[src/spbs_pkg.sv]
// Shared types and constants for the scatter page row burst splitter.
// No dependencies; imported by every module of the block.
package spbs_pkg;

	// Field and state widths
	localparam int ADDR_W     = 48;  // byte address
	localparam int PBYTES_W   = 13;  // page size in bytes
	localparam int WOFF_W     = 45;  // burst start as word address
	localparam int WORDS_W    = 10;  // burst length in words
	localparam int ROWB_W     = 17;  // row width in bytes
	localparam int STRIDE_W   = 21;  // row stride in bytes
	localparam int ROWS_W     = 16;  // row counter
	localparam int PR_W       = 23;  // signed page remainder / pending gap
	localparam int BURSTS_W   = 5;   // bursts emitted for one page

	// At most this many bursts per page; the rest of the page is dropped
	localparam logic [BURSTS_W-1:0] MAX_BURSTS = 5'd31;

	// Entries in the page queue between front and back
	localparam int QUEUE_DEPTH = 2;

	// Configuration register indexes (byte address is index * 4)
	typedef enum logic [1:0] {
		REG_ROW_BYTES  = 2'd0,
		REG_ROW_STRIDE = 2'd1,
		REG_ROW_COUNT  = 2'd2
	} reg_idx_t;

	// One page of the scatter list
	typedef struct packed {
		logic [ADDR_W-1:0]   page_offset;
		logic [PBYTES_W-1:0] page_bytes;
	} page_t;

	// Settings seen by the burst engine
	typedef struct packed {
		logic [ROWB_W-1:0]   row_bytes;
		logic [STRIDE_W-1:0] gap;        // stride minus width, saturated at zero
		logic [ROWS_W-1:0]   row_count;  // zero already mapped to one
	} cfg_t;

	// One result beat, without the last flag
	typedef struct packed {
		logic [WOFF_W-1:0]  word_offset;
		logic [WORDS_W-1:0] words;
		logic               frame_end;
	} burst_t;

endpackage

[src/spbs_cfg_regs.sv]
// APB register file: row width, row stride and row count.
// Derives the row gap and effective row count for the engine; uses spbs_pkg.
module spbs_cfg_regs (
	input  logic               clk,
	input  logic               arst_n,
	input  logic               psel,
	input  logic               penable,
	input  logic               pwrite,
	input  logic [3:0]         paddr,
	input  logic [31:0]        pwdata,
	output logic [31:0]        prdata,
	output spbs_pkg::cfg_t     cfg
);
	import spbs_pkg::*;

	localparam logic [ROWB_W-1:0]   RST_ROW_BYTES  = 17'd4096;
	localparam logic [STRIDE_W-1:0] RST_ROW_STRIDE = 21'd4096;
	localparam logic [ROWS_W-1:0]   RST_ROW_COUNT  = 16'd1080;

	logic [ROWB_W-1:0]   row_bytes_q;
	logic [STRIDE_W-1:0] row_stride_q;
	logic [ROWS_W-1:0]   row_count_q;
	logic [STRIDE_W-1:0] gap_q;
	logic [ROWS_W-1:0]   rows_eff_q;
	logic                wr_en;
	logic [1:0]          reg_idx;
	logic [STRIDE_W-1:0] width_ext;

	assign wr_en     = psel & penable & pwrite;
	assign reg_idx   = paddr[3:2];
	assign width_ext = STRIDE_W'(row_bytes_q);

	// register writes
	always_ff @(posedge clk or negedge arst_n) begin
		if (!arst_n) begin
			row_bytes_q  <= RST_ROW_BYTES;
			row_stride_q <= RST_ROW_STRIDE;
			row_count_q  <= RST_ROW_COUNT;
		end else if (wr_en) begin
			unique case (reg_idx)
				REG_ROW_BYTES:  row_bytes_q  <= pwdata[ROWB_W-1:0];
				REG_ROW_STRIDE: row_stride_q <= pwdata[STRIDE_W-1:0];
				REG_ROW_COUNT:  row_count_q  <= pwdata[ROWS_W-1:0];
				default: ;
			endcase
		end
	end

	// derived values, registered to keep the subtract off the engine path
	always_ff @(posedge clk or negedge arst_n) begin
		if (!arst_n) begin
			gap_q      <= '0;
			rows_eff_q <= RST_ROW_COUNT;
		end else begin
			gap_q      <= (row_stride_q > width_ext) ? row_stride_q - width_ext : '0;
			rows_eff_q <= (row_count_q == '0) ? ROWS_W'(1) : row_count_q;
		end
	end

	// read back
	always_comb begin
		unique case (reg_idx)
			REG_ROW_BYTES:  prdata = 32'(row_bytes_q);
			REG_ROW_STRIDE: prdata = 32'(row_stride_q);
			REG_ROW_COUNT:  prdata = 32'(row_count_q);
			default:        prdata = '0;
		endcase
	end

	assign cfg.row_bytes = row_bytes_q;
	assign cfg.gap       = gap_q;
	assign cfg.row_count = rows_eff_q;

endmodule

[src/spbs_page_queue.sv]
// Front of the block: takes page beats and queues them for the burst engine.
// Small register FIFO of spbs_pkg::page_t entries; uses spbs_pkg.
module spbs_page_queue (
	input  logic            clk,
	input  logic            arst_n,
	input  logic            push_valid,
	output logic            push_ready,
	input  spbs_pkg::page_t push_data,
	output logic            pop_valid,
	input  logic            pop_ready,
	output spbs_pkg::page_t pop_data
);
	import spbs_pkg::*;

	localparam int PTR_W = (QUEUE_DEPTH > 1) ? $clog2(QUEUE_DEPTH) : 1;
	localparam int CNT_W = $clog2(QUEUE_DEPTH + 1);

	page_t              slot_q [QUEUE_DEPTH];
	logic [PTR_W-1:0]   wr_ptr_q;
	logic [PTR_W-1:0]   rd_ptr_q;
	logic [CNT_W-1:0]   count_q;
	logic               do_push;
	logic               do_pop;

	assign push_ready = (count_q != CNT_W'(QUEUE_DEPTH));
	assign pop_valid  = (count_q != '0);
	assign do_push    = push_valid & push_ready;
	assign do_pop     = pop_valid & pop_ready;
	assign pop_data   = slot_q[rd_ptr_q];

	// pointers and fill level
	always_ff @(posedge clk or negedge arst_n) begin
		if (!arst_n) begin
			wr_ptr_q <= '0;
			rd_ptr_q <= '0;
			count_q  <= '0;
		end else begin
			if (do_push) begin
				wr_ptr_q <= (wr_ptr_q == PTR_W'(QUEUE_DEPTH - 1)) ? '0 : wr_ptr_q + 1'b1;
			end
			if (do_pop) begin
				rd_ptr_q <= (rd_ptr_q == PTR_W'(QUEUE_DEPTH - 1)) ? '0 : rd_ptr_q + 1'b1;
			end
			case ({do_push, do_pop})
				2'b10:   count_q <= count_q + 1'b1;
				2'b01:   count_q <= count_q - 1'b1;
				default: ;
			endcase
		end
	end

	// entry storage
	always_ff @(posedge clk) begin
		if (do_push) begin
			slot_q[wr_ptr_q] <= push_data;
		end
	end

endmodule

[src/spbs_burst_engine.sv]
// Back of the block: walks one page a step per cycle unless output stalls, skips row
// gaps, emits bursts and the frame end marker into a registered beat. Uses spbs_pkg.
module spbs_burst_engine #(
	parameter int PAGE_CAP_BYTES = 4096,
	parameter int WORD_SHIFT     = 3
) (
	input  logic             clk,
	input  logic             arst_n,
	input  spbs_pkg::cfg_t   cfg,
	input  logic             page_valid,
	output logic             page_pop,
	input  spbs_pkg::page_t  page,
	output logic             out_valid,
	input  logic             out_ready,
	output spbs_pkg::burst_t out_burst,
	output logic             out_last
);
	import spbs_pkg::*;

	localparam logic [ROWB_W-1:0] CAP = ROWB_W'(PAGE_CAP_BYTES);

	typedef enum logic {ST_IDLE, ST_RUN} state_t;

	state_t              state_q;
	logic signed [PR_W-1:0] pr_q;       // bytes left in page, negative = gap to skip
	logic [ADDR_W-1:0]   wa_q;
	logic [ROWB_W-1:0]   rbl_q;
	logic                row_open_q;
	logic [ROWS_W-1:0]   rows_q;
	logic [BURSTS_W-1:0] bursts_q;
	burst_t              hold_q;        // newest result, waits to learn if it is last
	logic                hold_v_q;
	burst_t              out_burst_q;
	logic                out_last_q;
	logic                out_v_q;

	logic                   can_push;
	logic                   step_ok;
	logic                   out_load;
	logic signed [PR_W-1:0] neg_pr;
	logic [PR_W-2:0]        deficit;
	logic signed [PR_W-1:0] ld_pr;
	logic [ADDR_W-1:0]      ld_wa;
	logic                   ld_pos;
	logic [ROWB_W-1:0]      rbl_eff;
	logic [ROWB_W-1:0]      pr_bytes;
	logic [ROWB_W-1:0]      b_min;
	logic [ROWB_W-1:0]      b;
	logic [ROWB_W-1:0]      b_sh;
	logic [ROWB_W-1:0]      rbl_left;
	logic signed [PR_W-1:0] pr_burst;
	logic signed [PR_W-1:0] pr_gap;
	logic [ROWS_W:0]        rows_inc;
	logic [ADDR_W-1:0]      wa_sh;

	logic                   step_emit;
	burst_t                 step_res;
	logic                   step_stay;
	logic signed [PR_W-1:0] pr_nx;
	logic [ADDR_W-1:0]      wa_nx;
	logic [ROWB_W-1:0]      rbl_nx;
	logic                   open_nx;
	logic [ROWS_W-1:0]      rows_nx;
	logic [BURSTS_W-1:0]    bursts_nx;

	assign can_push = !out_v_q || out_ready;
	assign step_ok  = !hold_v_q || can_push;
	assign page_pop = (state_q == ST_IDLE) && page_valid && step_ok;
	// held result moves to the output register this cycle
	assign out_load = hold_v_q && can_push && ((state_q == ST_IDLE) || step_emit);

	// page load: start address skips any gap left from the previous page
	assign neg_pr  = -pr_q;
	assign deficit = neg_pr[PR_W-2:0];
	assign ld_pr   = pr_q + $signed(PR_W'(page.page_bytes));
	assign ld_wa   = page.page_offset + ADDR_W'(deficit);
	assign ld_pos  = !ld_pr[PR_W-1] && (ld_pr != '0);

	// burst size: least of page rest, page cap and row rest
	assign rbl_eff  = row_open_q ? rbl_q : cfg.row_bytes;
	assign pr_bytes = pr_q[ROWB_W-1:0];
	assign b_min    = (CAP < pr_bytes) ? CAP : pr_bytes;
	assign b        = (rbl_eff < b_min) ? rbl_eff : b_min;
	assign b_sh     = b >> WORD_SHIFT;
	assign wa_sh    = wa_q >> WORD_SHIFT;
	assign rbl_left = rbl_eff - b;
	assign pr_burst = pr_q - $signed(PR_W'(b));
	assign pr_gap   = pr_q - $signed(PR_W'(cfg.gap));
	assign rows_inc = {1'b0, rows_q} + 1'b1;

	// one step: a burst, the end of a row, or dropping the page rest once the budget is spent
	always_comb begin
		step_emit = 1'b0;
		step_res  = '0;
		step_stay = 1'b1;
		pr_nx     = pr_q;
		wa_nx     = wa_q;
		rbl_nx    = rbl_q;
		open_nx   = row_open_q;
		rows_nx   = rows_q;
		bursts_nx = bursts_q;
		if (rbl_eff != '0) begin
			open_nx = 1'b1;
			if (bursts_q == MAX_BURSTS) begin
				// burst budget spent: drop the rest of the page
				pr_nx     = '0;
				rbl_nx    = rbl_eff;
				step_stay = 1'b0;
			end else begin
				step_emit            = 1'b1;
				step_res.word_offset = wa_sh[WOFF_W-1:0];
				step_res.words       = b_sh[WORDS_W-1:0];
				step_res.frame_end   = 1'b0;
				bursts_nx            = bursts_q + 1'b1;
				rbl_nx               = rbl_left;
				pr_nx                = pr_burst;
				wa_nx                = wa_q + ADDR_W'(b);
				step_stay            = (rbl_left == '0) ||
					(!pr_burst[PR_W-1] && (pr_burst != '0));
			end
		end else begin
			open_nx = 1'b0;
			if (rows_inc >= {1'b0, cfg.row_count}) begin
				// frame done: marker, then a fresh frame with the next page
				step_emit = 1'b1;
				step_res.frame_end = 1'b1;
				rows_nx   = '0;
				pr_nx     = '0;
				wa_nx     = '0;
				step_stay = 1'b0;
			end else begin
				rows_nx   = rows_inc[ROWS_W-1:0];
				pr_nx     = pr_gap;
				wa_nx     = wa_q + ADDR_W'(cfg.gap);
				step_stay = !pr_gap[PR_W-1] && (pr_gap != '0);
			end
		end
	end

	// sequencer, held result and output beat
	always_ff @(posedge clk or negedge arst_n) begin
		if (!arst_n) begin
			state_q     <= ST_IDLE;
			pr_q        <= '0;
			wa_q        <= '0;
			rbl_q       <= '0;
			row_open_q  <= 1'b0;
			rows_q      <= '0;
			bursts_q    <= '0;
			hold_q      <= '0;
			hold_v_q    <= 1'b0;
			out_burst_q <= '0;
			out_last_q  <= 1'b0;
			out_v_q     <= 1'b0;
		end else begin
			if (out_v_q && out_ready && !out_load) begin
				out_v_q <= 1'b0;
			end
			unique case (state_q)
				ST_IDLE: begin
					// flush the page's final result with last set
					if (hold_v_q && can_push) begin
						out_burst_q <= hold_q;
						out_last_q  <= 1'b1;
						out_v_q     <= 1'b1;
						hold_v_q    <= 1'b0;
					end
					if (page_pop) begin
						pr_q     <= ld_pr;
						wa_q     <= ld_wa;
						bursts_q <= '0;
						if (ld_pos) begin
							state_q <= ST_RUN;
						end
					end
				end
				ST_RUN: begin
					if (step_ok) begin
						pr_q       <= pr_nx;
						wa_q       <= wa_nx;
						rbl_q      <= rbl_nx;
						row_open_q <= open_nx;
						rows_q     <= rows_nx;
						bursts_q   <= bursts_nx;
						if (step_emit) begin
							if (hold_v_q) begin
								out_burst_q <= hold_q;
								out_last_q  <= 1'b0;
								out_v_q     <= 1'b1;
							end
							hold_q   <= step_res;
							hold_v_q <= 1'b1;
						end
						if (!step_stay) begin
							state_q <= ST_IDLE;
						end
					end
				end
				default: state_q <= ST_IDLE;
			endcase
		end
	end

	assign out_valid = out_v_q;
	assign out_burst = out_burst_q;
	assign out_last  = out_last_q;

endmodule

[src/scatter_page_row_burst_splitter.sv]
// Scatter page row burst splitter: page queue, burst engine and APB registers.
// Path: a page beat is queued, then loaded by the burst engine, which walks it one
// step per burst and per row end, stalling on output back-pressure; each burst waits
// in a hold register to learn if it is last, then goes to the output register.
// Reset: registers to 4096 / 4096 / 1080, queue empty, no row open, frame restarts.
module scatter_page_row_burst_splitter #(
	parameter int PAGE_CAP_BYTES = 4096,
	parameter int WORD_SHIFT     = 3
) (
	input  logic                          clk,
	input  logic                          arst_n,
	// APB configuration
	input  logic                          psel,
	input  logic                          penable,
	input  logic                          pwrite,
	input  logic [3:0]                    paddr,
	input  logic [31:0]                   pwdata,
	output logic [31:0]                   prdata,
	output logic                          pready,
	// page beats
	input  logic                          page_valid,
	output logic                          page_ready,
	input  logic [spbs_pkg::ADDR_W-1:0]   page_offset,
	input  logic [spbs_pkg::PBYTES_W-1:0] page_bytes,
	// burst beats
	output logic                          burst_valid,
	input  logic                          burst_ready,
	output logic [spbs_pkg::WOFF_W-1:0]   burst_word_offset,
	output logic [spbs_pkg::WORDS_W-1:0]  burst_words,
	output logic                          frame_end,
	output logic                          last
);
	import spbs_pkg::*;

	cfg_t   cfg;
	page_t  in_page;
	page_t  q_page;
	logic   q_valid;
	logic   q_pop;
	burst_t res;

	assign pready = 1'b1;

	assign in_page.page_offset = page_offset;
	assign in_page.page_bytes  = page_bytes;

	spbs_cfg_regs u_cfg (
		.clk     (clk),
		.arst_n  (arst_n),
		.psel    (psel),
		.penable (penable),
		.pwrite  (pwrite),
		.paddr   (paddr),
		.pwdata  (pwdata),
		.prdata  (prdata),
		.cfg     (cfg)
	);

	spbs_page_queue u_queue (
		.clk        (clk),
		.arst_n     (arst_n),
		.push_valid (page_valid),
		.push_ready (page_ready),
		.push_data  (in_page),
		.pop_valid  (q_valid),
		.pop_ready  (q_pop),
		.pop_data   (q_page)
	);

	spbs_burst_engine #(
		.PAGE_CAP_BYTES (PAGE_CAP_BYTES),
		.WORD_SHIFT     (WORD_SHIFT)
	) u_engine (
		.clk        (clk),
		.arst_n     (arst_n),
		.cfg        (cfg),
		.page_valid (q_valid),
		.page_pop   (q_pop),
		.page       (q_page),
		.out_valid  (burst_valid),
		.out_ready  (burst_ready),
		.out_burst  (res),
		.out_last   (last)
	);

	assign burst_word_offset = res.word_offset;
	assign burst_words       = res.words;
	assign frame_end         = res.frame_end;

endmodule

[config.mk]
export PLATFORM = sky130hd
export DESIGN_NAME = scatter_page_row_burst_splitter
export DESIGN_NICKNAME = d
export VERILOG_FILES = /design/src/spbs_pkg.sv /design/src/spbs_cfg_regs.sv /design/src/spbs_page_queue.sv /design/src/spbs_burst_engine.sv /design/src/scatter_page_row_burst_splitter.sv
export SDC_FILE = /design/constraint.sdc
export NUM_CORES = 1
export LEC_CHECK = 0
export BUFFER_PORTS_ARGS = -buffer_cell sky130_fd_sc_hd__buf_2
export CAP_MARGIN = 15
export CORE_UTILIZATION = 35
export CTS_BUF_LIST = sky130_fd_sc_hd__clkbuf_4 sky130_fd_sc_hd__clkbuf_8 sky130_fd_sc_hd__clkbuf_16
export DETAILED_ROUTE_END_ITERATION = 12
export PLACE_DENSITY_LB_ADDON = 0.1
export SYNTH_ARGS = -nofsm -noshare
export SYNTH_HDL_FRONTEND = slang
export SYNTH_SLANG_ARGS = --single-unit
[constraint.sdc]
create_clock -name clk -period 14.3 [get_ports clk]
set_clock_uncertainty 0.1 [all_clocks]
set_input_delay 1.43 -clock clk [delete_from_list [all_inputs] [get_ports clk]]
set_output_delay 1.43 -clock clk [all_outputs]
set_load 0.03 [all_outputs]
Word-level counts from Yosys, hierarchy flattened. Memory sizes are Yosys's and may differ from the RTL's. Index checks and enable logic that the tools add are counted.

Register bits after elaboration: 321. Memory bits (writable): 122. Input bits: 104. Output and inout bits: 92. Logic and storage cells: 169. Memories: 1.

$add $sub $neg: 15. $lt $le $gt $ge: 4. Equal/unequal tests: 14. Multiplexer cells: 65. Bitwise gates (word level): 6. Reductions and logical operators: 40.

Memories: u_queue.slot_q (depth 2, bits a word 61, read ports 1, clocked after memory_dff 0, write ports 1, RTL line spbs_page_queue.sv:18) `page_t slot_q [QUEUE_DEPTH];`.

Operators with widths (count): $mux W56 (5); $mux W48 (5); $mux W23 (5); $pmux W56 S2 (1); $pmux W48 S2 (1); $reduce_bool A23 Y1 (3); $mux W17 (4); $pmux W21 S3 (1); $mux W55 (1); $add A48 B17 Y48 (1); $add A48 B21 Y48 (1); $add A48 B22 Y48 (1); $pmux W23 S2 (1); $mux W16 (2); $mux W1 (28); $add A23 B14 Y23 (1); $sub A23 B18 Y23 (1); $sub A23 B22 Y23 (1); $neg A22 Y22 (1); $gt A21 B17 Y1 (1); $mux W21 (1); $sub A21 B17 Y21 (1); $mux W5 (4); $add A16 B1 Y17 const B (1); other kinds (29) (72).

Depth between registers and ports, before layout. Gate-level depths: netlist of run 1.

Depth after elaboration: 13. Gate-level depth with buffers: 35. Depth with buffers taken out: 25.

Modules after synthesis. From an unflattened synthesis of run 1, not the netlist that was laid out.

Cells, all modules: 3173. Area, all modules: 29889.9 µm².

By module, submodules not included: spbs_burst_engine (times used 1, cells an instance 2511, area each 20350.8 µm², sequential area each 5655.4 µm²); spbs_page_queue (times used 1, cells an instance 207, area each 4845.9 µm², sequential area each 3763.6 µm²); spbs_cfg_regs (times used 1, cells an instance 453, area each 4682.0 µm², sequential area each 2289.7 µm²); scatter_page_row_burst_splitter (times used 1, cells an instance 2, area each 11.3 µm², sequential area each 0.0 µm²).

Worst setup path before layout of run 1. OpenSTA, ideal clock, no wires.

Path kind: reg-to-reg. From: reg u_engine.pr_q[1]. To: reg u_engine.wa_q[45]. Setup time: 0.118 ns. Arrival time: 7.551 ns. Required time: 14.082 ns. Slack: 6.531 ns. Cell stages (with the launch flop): 32. Path buffers: 8. Period minus slack after synthesis: 7.769 ns. Cells stage by stage: dfrtp_1 -> nor4_4 -> a41o_2 -> clkbuf_1 -> nand3_1 -> ha_1 -> and3_1 -> a211oi_1 -> a21oi_1 -> o31a_1 -> buf_2 -> buf_2 -> buf_2 -> buf_2 -> buf_2 -> buf_1 -> buf_1 -> a21oi_1 -> ha_1 -> a21o_1 -> a21o_1 -> a21oi_1 -> nor2_1 -> o21ai_0 -> nand2b_1 -> a2111oi_0 -> a21oi_4 -> o2111ai_4 -> o22a_1 -> nor2_4 -> a32o_1 -> a21o_1.

Word-level cells in the longest chain between the ends: 9. Elaborated cells between the ends (all ways): 12. Classes of those cells: 3 x add/sub; 2 x order compare; 7 x mux.

RTL lines: from (decl) (RTL line spbs_burst_engine.sv:25) `logic signed [PR_W-1:0] pr_q;`; from (signal assigned) (RTL line spbs_burst_engine.sv:169) `pr_q <= ld_pr;`; from (signal assigned) (RTL line spbs_burst_engine.sv:179) `pr_q <= pr_nx;`; $lt A13 B17 Y1 (RTL line spbs_burst_engine.sv:82) `assign b_min = (CAP < pr_bytes) ? CAP : pr_bytes;`; $mux W17 (RTL line spbs_burst_engine.sv:82); $lt A17 B17 Y1 (RTL line spbs_burst_engine.sv:83) `assign b = (rbl_eff < b_min) ? rbl_eff : b_min;`; $mux W17 (RTL line spbs_burst_engine.sv:83); $add A48 B17 Y48 (RTL line spbs_burst_engine.sv:117) `wa_nx = wa_q + ADDR_W'(b);`; $mux W48 (RTL line spbs_burst_engine.sv:104) `if (bursts_q == MAX_BURSTS) begin`; $mux W48 (RTL line spbs_burst_engine.sv:102) `if (rbl_eff != '0) begin`; $mux W48 (RTL line spbs_burst_engine.sv:178) `if (step_ok) begin`; $pmux W48 S2 (*) (RTL line spbs_burst_engine.sv:159) `unique case (state_q)`; to (signal assigned) (RTL line spbs_burst_engine.sv:170) `wa_q <= ld_wa;`; to (signal assigned) (RTL line spbs_burst_engine.sv:180) `wa_q <= wa_nx;`; to (decl) (RTL line spbs_burst_engine.sv:26) `logic [ADDR_W-1:0] wa_q;`.

Every way passes the cells marked *; elsewhere a longest branch is shown, timed or not. The select of a mux whose other input is x is not followed. A chain may end at the register's enable or synchronous reset.

Final worst setup path of run 1.
From: reg u_engine.pr_q[16]. To: reg u_engine.wa_q[45].

Same word-level chain as after synthesis.

==> flow_metrics.tcl, run 1 <==
set metrics [dict create \
    async_flop_share 0.725 \
    postCtsResizedCells 0 \
    dieArea_sq_um 87100 \
    status "complete, no violations" \
    root_buffer "clkbuf_16" \
    critPathLaunch "u_engine.pr_q[16]" \
    track_usage 0.246 \
    rsz0062_at_grt "no" \
    yosysSeqAreaShare 0.389 \
    io_pins 196 \
    rrSetupSlack_ns 5.32 \
    synth.distinct_cells 109 \
    critPathMaxStageDelay_ns 0.79 \
    max-cap-violations 0 \
    wl_mm 108 \
    synth_top_cell_area_share 0.259 \
    antenna_found_initial 1 \
    critical_path_peak_fanout 44 \
    period_share 0.628 \
    syn2layout_area_growth_pct 12.3 \
    critPathKind "reg2reg" \
    hpwl_mm 81.0 \
    whs_ns 0.303 \
    route.detailed.drc 0 \
    yosys_warnings 0 \
    cp.required_ns 14.69 \
    drive_gt1_frac 0.153 \
    num_rows 107 \
    nets 3612 \
    path_delay_family "compound AO/OA/AOI/OAI gates" \
    route.vias.total 26200 \
    synth_area_sq_um 30100 \
    grt-ovfl-total 0 \
    portBuffers 170 \
    reg2reg_from "u_engine.pr_q[16]" \
    crit_slowest_cell "o31a_2" \
    numPlacedInstances 4438 \
    syn_inst 3244 \
    clock.fmax_mhz 111 \
    grt_pass1_wl_mm 163 \
    cts_made_buffers 51 \
    cts_setup_buffers 0 \
    cts_hold_buf 0 \
    yosysTopAreaCell "dfrtp_1" \
    synth-edff-count 122 \
    start_util 0.353 \
    ys_ff_latch 443 \
    rr_endpoint "u_engine.wa_q[45]" \
    viasPerCell 5.77 \
    gp_congestion 0.951 \
    clkTransAtPathRegs_ns 0.07 \
    dieWidth_um 295 \
    cp.depth 28 \
    place_ws_ns 5.65 \
    worstMarginPinSlew_ns 1.09 \
    synth_area_leaders "dfrtp_1, edfxtp_1, ha_1" \
    grt_pass1_vias 25800 \
    syn_area_per_cell_sq_um 9.27 \
    cts_tree "yes" \
    wl_per_cell_um 23.9 \
    finalHoldViolCount 0 \
    cp-end-kind "flip-flop" \
    timing.critical_path.to "u_engine.wa_q[45]" \
    finalSetupTns_ns 0 \
    coreArea_sq_um 85100 \
    clk_latency_ns 0.60 \
    cp.buffers_inverters 4 \
    hold_class "reg2reg" \
    drt_first_pass_iters 6 \
    period_needed_ns 8.98 \
    finalMaxSlewViolations 0 \
    detail-route-antenna-nets 0 \
    synth_flop_cell "dfrtp_1" \
    clkSinkCount 443 \
    cts_buffer_depth 3 \
    setup_viol 0 \
    mostFrequentLayoutCells "dfrtp_1, nand2_1, o21ai_0" \
    fp.dieH_um 295 \
    cp.arrival_ns 9.36 \
    crit_path_start_kind "flip-flop" \
    reg2reg_depth 28 \
    drt_iter0_markers 2097 \
    setup_ws_ns 5.32 \
    relSlewSlack 0.268 \
    cts_max_level 2 \
    final_common_cell "dfrtp_1" \
    final_cell_count_no_fill 4531 \
    grt_max_degree 158 \
]
stage by stage:
stage,area [sq um],util
floorplan,30100,-
global placement,32100,0.377
detailed placement,32100,0.377
CTS,33800,0.397
global route,33800,0.397
finish,33800,0.397
sequential cells by signal, summed over array words and instances, names as in the netlist:
name / flops
u_queue.slot_q: 122
u_engine.out_burst: 56
u_cfg.gap_q: 21
u_engine.state_q: 1
u_cfg.row_stride_q: 21
u_queue.count_q: 2
u_engine.row_open_q: 1
u_engine.hold_v_q: 1
u_cfg.row_count_q: 16
u_engine.wa_q: 48
u_queue.rd_ptr_q: 1
u_engine.out_valid: 1
u_engine.rbl_q: 17
u_engine.bursts_q: 5
u_cfg.rows_eff_q: 16
u_engine.hold_q: 56
u_queue.wr_ptr_q: 1
u_engine.out_last: 1
u_engine.pr_q: 23
u_cfg.row_bytes_q: 17
u_engine.rows_q: 16
metal layers:
layer | global-route usage | routed length [um] | up-vias
li1 | - | - | 12100
met1 | 0.333 | 48600 | 13000
met2 | 0.414 | 51600 | 811
met3 | 0.0238 | 4820 | 155
met4 | 0.0719 | 3140 | 0
met5 | 0 | 0 | -
layout make-up:
| type | instances | area, sq um |
|---|---|---|
| clock buffer | 67 | 1460 |
| antenna | 1 | 2.50 |
| tap | 1144 | 1430 |
| clock inverter | 25 | 230 |
| fill | 8531 | 51400 |
| inverter | 135 | 507 |
| sequential | 443 | 11700 |
| timing repair buffer | 228 | 1310 |
| multi-input combinational | 2488 | 17100 |
worst min-delay path by stage:
| stage | startpoint | to | slack (ns) | cells after the start |
|---|---|---|---|---|
| after global routing | u_cfg.row_count_q[10] | u_cfg.rows_eff_q[10] | 0.31 | 0 |
| final | u_cfg.row_count_q[10] | u_cfg.rows_eff_q[10] | 0.30 | 0 |
| after detailed placement | u_cfg.row_count_q[10] | u_cfg.rows_eff_q[10] | 0.30 | 0 |
| after global placement | u_cfg.row_count_q[10] | u_cfg.rows_eff_q[10] | 0.29 | 0 |
| after CTS | u_cfg.row_count_q[10] | u_cfg.rows_eff_q[10] | 0.31 | 0 |
| after floorplan | u_cfg.row_count_q[3] | u_cfg.rows_eff_q[3] | 0.34 | 1 |
synth_stat cells (49+ instances only):
cell / instances
xor2_1: 77
edfxtp_1: 122
nor3_1: 76
inv_1: 127
nand3_1: 107
clkbuf_1: 146
ha_1: 156
nor2_1: 222
a21o_1: 49
mux2i_1: 57
dfrtp_1: 311
xnor2_1: 131
nand2_1: 293
o21ai_0: 229
a21oi_1: 196
mux2_2: 122
a22o_1: 56
kinds of logic (layout without fill, tap and decap cells):
logic type                 count (synthesis)  after routing  share of synthesized area
xor gates and xnor gates                 208            208                     0.0606
buffers and inverters                    327            455                     0.0450
and+or+nand+nor                          981            981                      0.158
AOI/OAI and AO/OA                        913            913                      0.202
DFF                                      443            443                      0.389
other                                      2             17                   0.000250
adders and majority gates                166            166                     0.0699
muxes                                    204            204                     0.0750
Power of run 1 is not shown: default switching activity piles up to over one toggle a cycle in this logic, so the estimate is an artifact.
==> run 2: changes to the inputs <==
--- a/config.mk
+++ b/config.mk
@@ -5,6 +5,7 @@
 export SDC_FILE = /design/constraint.sdc
 export NUM_CORES = 1
 export LEC_CHECK = 0
+export ABC_AREA = 1
 export BUFFER_PORTS_ARGS = -buffer_cell sky130_fd_sc_hd__buf_2
 export CAP_MARGIN = 15
 export CORE_UTILIZATION = 35
==> constraint.sdc (replaced) <==
create_clock -name clk -period 8.8 [get_ports clk]
set_clock_uncertainty 0.1 [all_clocks]
set_input_delay 0.88 -clock clk [delete_from_list [all_inputs] [get_ports clk]]
set_output_delay 0.88 -clock clk [all_outputs]
set_load 0.03 [all_outputs]
==> run 2 against run 1 <==
Against the previous run:
- non-clock buffer count down 22
- first-iteration DRC count up 14%
- design area up 1.3%
- setup slack worse by 3.4 ns
- sequential share of layout area down 0.45 points
- die area up 0.56%
- via count up 4.0%
- clock-buffer cell count up 3
- core utilization up 0.39 points
- cell count up 18%
- global-route usage down 1.2 points
==> flow_metrics.tcl, run 2 <==
set metrics [dict create \
    status "complete, no violations" \
    clkTransAtPathRegs_ns 0.06 \
    cts_tree "yes" \
    route.detailed.drc 0 \
    finalHoldViolCount 0 \
    drt_iter0_markers 2390 \
    rrSetupSlack_ns 1.88 \
    io_pins 196 \
    portBuffers 170 \
    crit_path_start_kind "flip-flop" \
    synth_flop_cell "dfrtp_1" \
    wl_mm 103 \
    grt-ovfl-total 0 \
    num_rows 107 \
    track_usage 0.234 \
    nets 4428 \
    synth-edff-count 122 \
    clk_latency_ns 0.63 \
    synth.distinct_cells 68 \
    ys_ff_latch 443 \
    synth_area_leaders "dfrtp_1, edfxtp_1, nand2_1" \
    dieWidth_um 296 \
    critPathMostFrequentCell "nand2_1" \
    viasPerCell 5.08 \
    largest_register_ffs 122 \
    antenna_found_initial 0 \
    period_share 0.787 \
    gp_congestion 0.975 \
    yosys_warnings 0 \
    cts_made_buffers 54 \
    cts_hold_buf 0 \
    grt_max_degree 148 \
    syn2layout_area_growth_pct 13.1 \
    placed_area_sq_um 32200 \
    drive_gt1_frac 0.111 \
    synth_top_cell_area_share 0.257 \
    clock.fmax_mhz 144 \
    relSlewSlack 0.232 \
    cts_buffer_depth 3 \
    multi_input_area_sq_um 15800 \
    finalMaxSlewViolations 0 \
    syn_inst 4033 \
    mostFrequentLayoutCells "nand2_1, inv_1, o21ai_0" \
    postCtsResizedCells 0 \
    top_register "u_queue.slot_q" \
    grt_pass1_vias 25800 \
    yosysTopAreaCell "dfrtp_1" \
    hold_class "in2async" \
    start_util 0.354 \
    yosysSeqAreaShare 0.387 \
    cp.arrival_ns 7.32 \
    synth_area_sq_um 30200 \
    seq_area_sq_um 11700 \
    crit_slowest_cell "dfrtp_1" \
    reg2reg_depth 26 \
    syn_area_per_cell_sq_um 7.50 \
    synth_commonest_cells "nand2_1, inv_1, o21ai_0, dfrtp_1, nor2_1" \
    fp.dieH_um 296 \
    cts_max_level 2 \
    wl_per_cell_um 19.3 \
    critical_path_peak_fanout 33 \
    coreArea_sq_um 85400 \
    num_antenna_cells 0 \
    dieArea_sq_um 87600 \
    cp.required_ns 9.20 \
    worstMarginPinSlew_ns 1.15 \
    async_flop_share 0.725 \
    period_needed_ns 6.92 \
    nFillCells 9186 \
    drt_first_pass_iters 6 \
    rr_endpoint "u_engine.wa_q[33]" \
    cp-end-kind "flip-flop" \
    max-cap-violations 0 \
    setup_viol 0 \
    reg2reg_from "u_engine.row_open_q" \
    finalSetupTns_ns 0 \
    rsz0062_at_grt "no" \
    root_buffer "clkbuf_16" \
    final_area_sq_um 34200 \
    clkSinkCount 443 \
    detail-route-antenna-nets 0 \
    route.vias.total 27200 \
    critPathMaxStageDelay_ns 0.98 \
    cts_setup_buffers 0 \
    hpwl_mm 79.6 \
    critPathKind "reg2reg" \
    final_common_cell "nand2_1" \
    grt_pass1_wl_mm 157 \
    yosys.cell_count.top_type "nand2_1" \
]
## run 2: cell count changes in the layout (fill, tap and decap cells not counted), sizes merged, moves of 85 or more
cell,before,now
xnor2,131,39
nand2,293,988
a21oi,197,286
o21ai,243,392
nor2,224,312
nand3,107,192
mux2,142,0
inv,133,569
## run 2: worst max-delay path by stage
stage                                   end                start  cells after the start
after CTS                 u_engine.wa_q[47]  u_engine.row_open_q                     29
after global routing      u_engine.wa_q[47]  u_engine.row_open_q                     29
after global placement    u_engine.wa_q[47]  u_engine.row_open_q                     29
final                     u_engine.wa_q[33]  u_engine.row_open_q                     26
after detailed placement  u_engine.wa_q[47]  u_engine.row_open_q                     29
after floorplan            u_engine.state_q     u_engine.pr_q[1]                     39
## run 2: cells by family after synthesis
kind of cell,share of synthesized area
buffers and inverters,0.0934
and+or+nand+nor,0.239
adders and majority gates,0.0678
muxes,0.00695
DFF,0.387
other,0.000248
xor gates and xnor gates,0.0429
AOI/OAI and AO/OA,0.163
## run 2: through the flow
stage	cells	util	setup WS (ns)	hold slack, ns
after floorplan	4047	-	4.24	0.336
after CTS	5351	0.400	2.00	0.128
after global placement	5250	0.377	2.05	0.266
after detailed placement	5250	0.377	2.02	0.268
after global routing	5352	0.401	1.24	0.153
final	5352	0.401	1.88	0.121
## run 2: area by class of cell
class | instances | area share
clock buffer | 70 | 0.0448
sequential | 443 | 0.342
clock inverter | 31 | 0.0127
timing repair buffer | 206 | 0.0336
inverter | 568 | 0.0625
multi-input combinational | 2890 | 0.462
tap | 1144 | 0.0418
## run 2: worst max-delay path, delay by kind of cell, from the launching register on
kind	cells	cell delay (ns)
adder cells (fa/ha/maj)	2	0.74
buffers and inverters	4	0.61
flip-flops	1	0.98
AO/OA/AOI/OAI	3	0.35
AND/OR/NAND/NOR	17	4.00
## run 2: layer usage
| metal | vias to the layer above | wire [um] | global-route usage |
|---|---|---|---|
| li1 | 13600 | - | - |
| met1 | 12800 | 51600 | 0.358 |
| met2 | 696 | 44300 | 0.357 |
| met3 | 99 | 5610 | 0.0234 |
| met4 | 0 | 1590 | 0.0427 |
| met5 | - | 0 | 0 |
Power of run 2 is left out for the same reason.
